`src/sv/lcdws_pkg.sv`:
```
package lcdws_pkg;

    localparam int LINE_WIDTH_DEF  = 16;
    localparam int QUEUE_DEPTH_DEF = 2;
    localparam int COLUMN_W        = 5;
    localparam int COLUMN_MAX      = 31;
    localparam int MAX_STROBES     = 32;
    localparam int INIT_STEP_W     = 3;

    localparam logic [INIT_STEP_W-1:0] INIT_FIRST_STEP = 3'd0;
    localparam logic [INIT_STEP_W-1:0] INIT_BYTE_STEP  = 3'd1;
    localparam logic [INIT_STEP_W-1:0] INIT_LAST_STEP  = 3'd4;

    localparam logic [7:0] CHAR_SPACE     = 8'h20;
    localparam logic [7:0] CMD_WAKE_4BIT  = 8'h20;
    localparam logic [7:0] CMD_DISPLAY_ON = 8'h0C;
    localparam logic [7:0] CMD_FUNC_4BIT  = 8'h28;
    localparam logic [7:0] CMD_FUNC_8BIT  = 8'h3C;
    localparam logic [7:0] CMD_CLEAR      = 8'h01;
    localparam logic [7:0] CMD_HOME       = 8'h02;
    localparam logic [7:0] ADDR_LINE0     = 8'h80;
    localparam logic [7:0] ADDR_LINE1     = 8'hC0;

    typedef enum logic [2:0] {
        OP_CMD  = 3'd0,
        OP_CHAR = 3'd1,
        OP_LINE = 3'd2,
        OP_PAD  = 3'd3,
        OP_INIT = 3'd4
    } op_t;

    typedef enum logic [1:0] {
        JOB_BYTE,
        JOB_PAD,
        JOB_INIT
    } job_kind_t;

    typedef struct packed {
        job_kind_t             kind;
        logic                  rs;
        logic [7:0]            value;
        logic [COLUMN_W-1:0]   count;
    } job_t;

    function automatic logic [7:0] init_byte(input logic [INIT_STEP_W-1:0] step,
                                             input logic four);
        logic [7:0] b;
        case (step)
            3'd0:    b = CMD_WAKE_4BIT;
            3'd1:    b = CMD_DISPLAY_ON;
            3'd2:    b = four ? CMD_FUNC_4BIT : CMD_FUNC_8BIT;
            3'd3:    b = CMD_CLEAR;
            default: b = CMD_HOME;
        endcase
        return b;
    endfunction

endpackage

```
`src/sv/lcdws_front.sv`:
```
module lcdws_front #(
    parameter int LINE_WIDTH = lcdws_pkg::LINE_WIDTH_DEF
) (
    input  logic              clk,
    input  logic              rst_n,
    input  logic              four_bit_mode,
    input  logic              item_valid,
    output logic              item_stall,
    input  logic [2:0]        op,
    input  logic [7:0]        data,
    input  logic              line,
    input  logic              full,
    output logic              push,
    output lcdws_pkg::job_t   push_job
);
    import lcdws_pkg::*;

    localparam logic [COLUMN_W-1:0] EffWidth =
        (LINE_WIDTH > COLUMN_MAX) ? COLUMN_W'(COLUMN_MAX) : COLUMN_W'(LINE_WIDTH);
    localparam logic [COLUMN_W-1:0] PadCapFour = COLUMN_W'(MAX_STROBES / 2);

    logic [COLUMN_W-1:0] column_reg;
    logic [COLUMN_W-1:0] column_next;
    logic [COLUMN_W-1:0] room;
    logic [COLUMN_W-1:0] pad_n;
    logic                accept;
    logic                has_room;

    assign item_stall = full;
    assign accept     = item_valid & ~full;
    assign has_room   = column_reg < EffWidth;
    assign room       = EffWidth - column_reg;
    assign pad_n      = (four_bit_mode && (room > PadCapFour)) ? PadCapFour : room;

    always_comb
    begin
        push        = 1'b0;
        column_next = column_reg;
        push_job    = '{kind: JOB_BYTE, rs: 1'b0, value: data, count: COLUMN_W'(1)};
        if (accept)
        begin
            unique case (op_t'(op))
                OP_CMD:
                begin
                    push = 1'b1;
                end
                OP_CHAR:
                begin
                    if (has_room)
                    begin
                        push        = 1'b1;
                        push_job.rs = 1'b1;
                        column_next = column_reg + COLUMN_W'(1);
                    end
                end
                OP_LINE:
                begin
                    push           = 1'b1;
                    push_job.value = line ? ADDR_LINE1 : ADDR_LINE0;
                    column_next    = '0;
                end
                OP_PAD:
                begin
                    if (has_room)
                    begin
                        push           = 1'b1;
                        push_job.kind  = JOB_PAD;
                        push_job.rs    = 1'b1;
                        push_job.value = CHAR_SPACE;
                        push_job.count = pad_n;
                        column_next    = column_reg + pad_n;
                    end
                end
                OP_INIT:
                begin
                    push          = 1'b1;
                    push_job.kind = JOB_INIT;
                    column_next   = '0;
                end
                default:
                begin
                    push = 1'b0;
                end
            endcase
        end
    end

    always_ff @(posedge clk or negedge rst_n)
    begin
        if (!rst_n)
        begin
            column_reg <= '0;
        end
        else
        begin
            column_reg <= column_next;
        end
    end

endmodule

```
`src/sv/lcdws_queue.sv`:
```
module lcdws_queue #(
    parameter int DEPTH = lcdws_pkg::QUEUE_DEPTH_DEF
) (
    input  logic              clk,
    input  logic              rst_n,
    input  logic              push,
    input  lcdws_pkg::job_t   push_job,
    output logic              full,
    input  logic              pop,
    output lcdws_pkg::job_t   pop_job,
    output logic              empty
);
    import lcdws_pkg::*;

    localparam int PtrW = (DEPTH > 1) ? $clog2(DEPTH) : 1;
    localparam int CntW = $clog2(DEPTH + 1);
    localparam logic [PtrW-1:0] PtrLast = PtrW'(DEPTH - 1);

    job_t            mem_reg [DEPTH];
    logic [PtrW-1:0] wr_ptr_reg;
    logic [PtrW-1:0] wr_ptr_next;
    logic [PtrW-1:0] rd_ptr_reg;
    logic [PtrW-1:0] rd_ptr_next;
    logic [CntW-1:0] count_reg;
    logic [CntW-1:0] count_next;
    logic            do_push;
    logic            do_pop;

    assign full    = count_reg == CntW'(DEPTH);
    assign empty   = count_reg == '0;
    assign do_push = push & ~full;
    assign do_pop  = pop & ~empty;
    assign pop_job = mem_reg[rd_ptr_reg];

    always_comb
    begin
        wr_ptr_next = wr_ptr_reg;
        rd_ptr_next = rd_ptr_reg;
        count_next  = count_reg;
        if (do_push)
        begin
            wr_ptr_next = (wr_ptr_reg == PtrLast) ? '0 : wr_ptr_reg + PtrW'(1);
        end
        if (do_pop)
        begin
            rd_ptr_next = (rd_ptr_reg == PtrLast) ? '0 : rd_ptr_reg + PtrW'(1);
        end
        if (do_push && !do_pop)
        begin
            count_next = count_reg + CntW'(1);
        end
        else if (do_pop && !do_push)
        begin
            count_next = count_reg - CntW'(1);
        end
    end

    always_ff @(posedge clk or negedge rst_n)
    begin
        if (!rst_n)
        begin
            wr_ptr_reg <= '0;
            rd_ptr_reg <= '0;
            count_reg  <= '0;
        end
        else
        begin
            wr_ptr_reg <= wr_ptr_next;
            rd_ptr_reg <= rd_ptr_next;
            count_reg  <= count_next;
        end
    end

    always_ff @(posedge clk)
    begin
        if (do_push)
        begin
            mem_reg[wr_ptr_reg] <= push_job;
        end
    end

endmodule

```
`src/sv/lcdws_back.sv`:
```
module lcdws_back (
    input  logic              clk,
    input  logic              rst_n,
    input  logic              four_bit_mode,
    input  logic              empty,
    output logic              pop,
    input  lcdws_pkg::job_t   pop_job,
    output logic              strobe_valid,
    input  logic              strobe_stall,
    output logic              rs,
    output logic [7:0]        bus,
    output logic              last
);
    import lcdws_pkg::*;

    job_t                   job_reg;
    job_t                   job_next;
    logic                   active_reg;
    logic                   active_next;
    logic [COLUMN_W-1:0]    cnt_reg;
    logic [COLUMN_W-1:0]    cnt_next;
    logic [INIT_STEP_W-1:0] step_reg;
    logic [INIT_STEP_W-1:0] step_next;
    logic                   nib_reg;
    logic                   nib_next;
    logic                   valid_reg;
    logic                   valid_next;
    logic                   rs_reg;
    logic                   rs_next;
    logic [7:0]             bus_reg;
    logic [7:0]             bus_next;
    logic                   last_reg;
    logic                   last_next;

    logic [7:0]             cur_byte;
    logic                   cur_rs;
    logic                   split;
    logic                   final_byte;
    logic                   emit;

    assign pop          = ~active_reg & ~empty;
    assign emit         = active_reg & (~valid_reg | ~strobe_stall);
    assign strobe_valid = valid_reg;
    assign rs           = rs_reg;
    assign bus          = bus_reg;
    assign last         = last_reg;

    always_comb
    begin
        cur_byte   = job_reg.value;
        cur_rs     = job_reg.rs;
        split      = four_bit_mode;
        final_byte = 1'b1;
        unique case (job_reg.kind)
            JOB_BYTE:
            begin
                final_byte = 1'b1;
            end
            JOB_PAD:
            begin
                cur_byte   = CHAR_SPACE;
                cur_rs     = 1'b1;
                final_byte = cnt_reg == COLUMN_W'(1);
            end
            JOB_INIT:
            begin
                cur_byte   = init_byte(step_reg, four_bit_mode);
                cur_rs     = 1'b0;
                split      = four_bit_mode && (step_reg != INIT_FIRST_STEP);
                final_byte = step_reg == INIT_LAST_STEP;
            end
            default:
            begin
                final_byte = 1'b1;
            end
        endcase
    end

    always_comb
    begin
        job_next    = job_reg;
        active_next = active_reg;
        cnt_next    = cnt_reg;
        step_next   = step_reg;
        nib_next    = nib_reg;
        rs_next     = rs_reg;
        bus_next    = bus_reg;
        last_next   = last_reg;
        valid_next  = strobe_stall ? valid_reg : 1'b0;

        if (pop)
        begin
            job_next    = pop_job;
            active_next = 1'b1;
            cnt_next    = pop_job.count;
            step_next   = four_bit_mode ? INIT_FIRST_STEP : INIT_BYTE_STEP;
            nib_next    = 1'b0;
        end
        else if (emit)
        begin
            valid_next = 1'b1;
            rs_next    = cur_rs;
            if (split)
            begin
                bus_next  = nib_reg ? {cur_byte[3:0], 4'h0} : {cur_byte[7:4], 4'h0};
                last_next = final_byte & nib_reg;
            end
            else
            begin
                bus_next  = cur_byte;
                last_next = final_byte;
            end

            if (split && !nib_reg)
            begin
                nib_next = 1'b1;
            end
            else
            begin
                nib_next = 1'b0;
                if (final_byte)
                begin
                    active_next = 1'b0;
                end
                else
                begin
                    cnt_next  = cnt_reg - COLUMN_W'(1);
                    step_next = step_reg + INIT_STEP_W'(1);
                end
            end
        end
    end

    always_ff @(posedge clk or negedge rst_n)
    begin
        if (!rst_n)
        begin
            active_reg <= 1'b0;
            valid_reg  <= 1'b0;
            cnt_reg    <= '0;
            step_reg   <= '0;
            nib_reg    <= 1'b0;
        end
        else
        begin
            active_reg <= active_next;
            valid_reg  <= valid_next;
            cnt_reg    <= cnt_next;
            step_reg   <= step_next;
            nib_reg    <= nib_next;
        end
    end

    always_ff @(posedge clk)
    begin
        job_reg  <= job_next;
        rs_reg   <= rs_next;
        bus_reg  <= bus_next;
        last_reg <= last_next;
    end

endmodule

```
`src/sv/char_lcd_write_sequencer_top.sv`:
```
// The first strobe of a transaction passes through the job queue, the back-end job
// register and the output register. The back end emits one strobe per cycle while
// strobe_stall is low, and loads the next job only once the current one (1 to 32 strobes) is done.
// The job queue (two entries by default) lets the front accept while the back end is busy.
// Reset (rst_n low, async): column, mode register, queue and output valid are cleared.
module char_lcd_write_sequencer_top #(
    parameter int LINE_WIDTH  = lcdws_pkg::LINE_WIDTH_DEF,
    parameter int QUEUE_DEPTH = lcdws_pkg::QUEUE_DEPTH_DEF
) (
    input  logic       clk,
    input  logic       rst_n,
    input  logic       wr_en,
    input  logic       wr_data,
    input  logic       item_valid,
    output logic       item_stall,
    input  logic [2:0] op,
    input  logic [7:0] data,
    input  logic       line,
    output logic       strobe_valid,
    input  logic       strobe_stall,
    output logic       rs,
    output logic [7:0] bus,
    output logic       last
);
    import lcdws_pkg::*;

    logic four_bit_mode_reg;
    logic push;
    job_t push_job;
    logic full;
    logic pop;
    job_t pop_job;
    logic empty;

    always_ff @(posedge clk or negedge rst_n)
    begin
        if (!rst_n)
        begin
            four_bit_mode_reg <= 1'b0;
        end
        else if (wr_en)
        begin
            four_bit_mode_reg <= wr_data;
        end
    end

    lcdws_front #(
        .LINE_WIDTH (LINE_WIDTH)
    ) u_front (
        .clk           (clk),
        .rst_n         (rst_n),
        .four_bit_mode (four_bit_mode_reg),
        .item_valid    (item_valid),
        .item_stall    (item_stall),
        .op            (op),
        .data          (data),
        .line          (line),
        .full          (full),
        .push          (push),
        .push_job      (push_job)
    );

    lcdws_queue #(
        .DEPTH (QUEUE_DEPTH)
    ) u_queue (
        .clk      (clk),
        .rst_n    (rst_n),
        .push     (push),
        .push_job (push_job),
        .full     (full),
        .pop      (pop),
        .pop_job  (pop_job),
        .empty    (empty)
    );

    lcdws_back u_back (
        .clk           (clk),
        .rst_n         (rst_n),
        .four_bit_mode (four_bit_mode_reg),
        .empty         (empty),
        .pop           (pop),
        .pop_job       (pop_job),
        .strobe_valid  (strobe_valid),
        .strobe_stall  (strobe_stall),
        .rs            (rs),
        .bus           (bus),
        .last          (last)
    );

endmodule

```
`config.mk`:
```
export PLATFORM = sky130hd
export DESIGN_NAME = char_lcd_write_sequencer_top
export DESIGN_NICKNAME = d
export VERILOG_FILES = /design/src/sv/lcdws_pkg.sv /design/src/sv/lcdws_front.sv /design/src/sv/lcdws_queue.sv /design/src/sv/lcdws_back.sv /design/src/sv/char_lcd_write_sequencer_top.sv
export SDC_FILE = /design/constraint.sdc
export NUM_CORES = 1
export LEC_CHECK = 0
export BUFFER_PORTS_ARGS = -buffer_cell sky130_fd_sc_hd__buf_2
export CAP_MARGIN = 20
export CORE_MARGIN = 3
export CORE_UTILIZATION = 55
export DETAILED_ROUTE_END_ITERATION = 7
export GPL_TIMING_DRIVEN = 0
export MAX_ROUTING_LAYER = met4
export PLACE_DENSITY = 0.82
export SYNTH_ARGS = -nofsm -noshare
export SYNTH_HDL_FRONTEND = slang
export SYNTH_SLANG_ARGS = --single-unit
```
`constraint.sdc`:
```
create_clock -name clk -period 4.3 [get_ports clk]
set_clock_uncertainty 0.2 [all_clocks]
set_input_delay 0.645 -clock clk [delete_from_list [all_inputs] [get_ports clk]]
set_output_delay 0.645 -clock clk [all_outputs]
set_load 0.03 [all_outputs]
```
==> results.sh <==
export IMPL_status="finished, final reports clean"
export IMPL_dpl_hpwl_mm=4.50
export IMPL_cts_buffers=9
export IMPL_core_mm2=0.00613
export IMPL_dr_pass1_iters=4
export IMPL_drt_vias_per_instance=5.38
export IMPL_wl_met2_mm=3.04
export IMPL_wl_per_cell_um=14.7
export IMPL_hold_buffers=0
export IMPL_die_w_um=86.9
export IMPL_hold_viol=0
export IMPL_setup_tns_ns=0
export IMPL_pin_count=30
export IMPL_post_route_period_util_pct=82.1
export IMPL_fmax_mhz=283
export IMPL_synth_seq_cells=74
export IMPL_slew_headroom_pct=52.1
export IMPL_synth_edf_count=53
export IMPL_synthesis_nets=330
export IMPL_layout_nets=371
export IMPL_crit_required_ns=4.34
export IMPL_drt_total_wl_mm=6.11
export IMPL_grt_pass1_wl_mm=10.2
export IMPL_whs_ns=0.0638
export IMPL_layout_common_cells="edfxtp_1, buf_2, nor2_1"
export IMPL_worstSetupEndpointType="flop"
export IMPL_initial_core_util_pct=58.7
export IMPL_final_common_cell="edfxtp_1"
export IMPL_p_total_mw=2.90
export IMPL_path_class="reg -> reg"
export IMPL_synth_distinct_cells=46
export IMPL_syn_area_mm2=0.00360
export IMPL_ys_warn_count=0
export IMPL_stdcell_area_mm2=0.00407
export IMPL_dieArea_mm2=0.00755
export IMPL_drc=0
export IMPL_drt_iter0_markers=108
export IMPL_insertion_delay_ns=0.34
export IMPL_crit_path_max_fanout=5
export IMPL_leakage_nw=1.67
export IMPL_cts_num_sinks=74
export IMPL_fin_util_pct=66.4
export IMPL_syn_instance_count=295
export IMPL_arrival_ns=3.57
export IMPL_syn_area_per_cell_um2=12.2
export IMPL_ant_nets=0
export IMPL_drv_slew=0
export IMPL_grt_pass1_vias=2276
export IMPL_antenna_cells=0
export IMPL_path_clk_slew_ns=0.07
export IMPL_row_count=28
export IMPL_die_h_um=86.9
export IMPL_syn_to_final_growth_pct=13.1
export IMPL_maxCapViolCount=0
export IMPL_fin_crit_ns=3.53
export IMPL_globalplace_congestion=0.875
export IMPL_numPortBuffers=29
export IMPL_grt_max_degree=22
export IMPL_post_cts_resized=0
export IMPL_track_usage_pct=18.5
export IMPL_setup_viol=0
export IMPL_critPathLaunchType="flop"
export IMPL_root_buffer="clkbuf_8"
export IMPL_ys_flop_type="edfxtp_1"
export IMPL_overflow=0
export IMPL_post_cts_buffers=0
export IMPL_ys_seq_area_share_pct=58.9
export IMPL_largest_register_ffs=32
export IMPL_drive_gt1_share_pct=19.6
export IMPL_highest_signal_layer="met4"
export IMPL_ir_worst_vdd_uv=400
export IMPL_grt_setup_unrepaired="false"
export IMPL_pwr_density_cell_mw_per_mm2=712
export IMPL_routedLengthMet1_mm=2.67
export IMPL_hold_class="in -> async"
export IMPL_htreeDepth=3
export IMPL_placed_area_mm2=0.00385
export IMPL_vias=2237
export IMPL_antenna_found_initial=0
export IMPL_async_reset_ff_share_pct=28.4
export IMPL_max_clock_path_buffers=2
export IMPL_routed_wl_met3_um=289
export IMPL_tightest_slew_ns=0.719
export IMPL_cts_tree="built"
## cell type report
class	instances	area [µm²]
Timing Repair Buffer	30	156
Sequential cell	74	2120
Clock inverter	7	93.8
Inverter	19	71.3
Clock buffer	9	124
Multi-Input combinational cell	196	1390
Fill cell	458	2060
Tap cell	75	93.8
Buffer	6	22.5
## cells in the mapped netlist (2+ instances only)
cell | n | share of area (%)
and3_1 | 5 | 0.87
o21ai_0 | 11 | 1.5
ha_1 | 16 | 5.6
mux2i_1 | 5 | 1.4
nand3_1 | 6 | 0.83
a211oi_1 | 5 | 1.0
xor2_1 | 6 | 1.5
o22ai_1 | 2 | 0.35
nand2_1 | 19 | 2.0
nor3_1 | 7 | 0.97
xnor2_1 | 10 | 2.4
a21oi_1 | 12 | 1.7
clkbuf_1 | 5 | 0.52
edfxtp_1 | 53 | 44
mux2_1 | 2 | 0.63
nand2b_1 | 6 | 1.0
dfrtp_1 | 21 | 15
a31oi_1 | 2 | 0.35
mux2_2 | 13 | 4.1
nor2b_1 | 7 | 1.2
a21o_1 | 4 | 0.83
nor2_1 | 28 | 2.9
o211ai_1 | 2 | 0.42
inv_1 | 19 | 2.0
and2_1 | 8 | 1.4
## worst paths after layout
path | cells after the start | startpoint | slack [ns] | endpoint
max in group asynchronous | 1 | rst_n | 3.48 | u_queue.count_reg[0]$_DFFE_PN0P_
worst max-delay path | 17 | u_front.column_reg[1]$_DFFE_PN0P_ | 0.77 | u_front.column_reg[4]$_DFFE_PN0P_
worst min-delay path | 1 | rst_n | 0.06 | u_back.active_reg$_DFFE_PN0P_
worst min register to register | 1 | u_queue.count_reg[1]$_DFFE_PN0P_ | 0.31 | u_queue.count_reg[1]$_DFFE_PN0P_
min in group clk | 1 | u_queue.count_reg[1]$_DFFE_PN0P_ | 0.31 | u_queue.count_reg[1]$_DFFE_PN0P_
worst max register to register | 17 | u_front.column_reg[1]$_DFFE_PN0P_ | 0.77 | u_front.column_reg[4]$_DFFE_PN0P_
## layer usage
metal | vias to the layer above | global-route usage [%]
li1 | 1139 | -
met1 | 1040 | 20.8
met2 | 46 | 30.8
met3 | 12 | 4.26
met4 | 0 | 9.21
met5 | - | -
## per-stage QoR
step / worst slack [ns] / cells
6_report: 0.770 / 416
3_5_place_dp: 0.838 / 400
2_1_floorplan: 1.18 / 295
5_1_grt: 0.506 / 416
4_1_cts: 0.774 / 416
3_3_place_gp: 0.611 / 399
## critical path, stage by stage (launching register included)
cell and delay [ns]:
dfrtp_1 0.43, inv_1 0.12, ha_1 0.21, nand2b_1 0.12, nor2_1 0.06, ha_1 0.30
nand2_1 0.11, o21bai_1 0.18, nand2_1 0.13, nand3_1 0.11, ha_1 0.17, inv_1 0.05
fa_1 0.38, nand2b_1 0.16, a21oi_1 0.17, xor2_1 0.24, o21ai_2 0.07, a32o_1 0.20
## logic make-up (layout without fill, tap and decap cells)
family          Yosys count  after routing  share of synthesized area [%]
xor+xnor                 16             16                           3.90
simple gates             96             96                           13.6
fa+ha+maj                17             17                           6.12
buf+inv                  25             71                           2.61
flops                    74             74                           58.9
mux                      20             20                           6.09
compound gates           47             47                           8.87
## power breakdown
group	switching (mW)	total [mW]	internal, mW
Combinational	0.690	1.13	0.445
Clock	0.245	0.570	0.325
Sequential	0.137	1.19	1.06
Power figures use the tool's default switching activity.
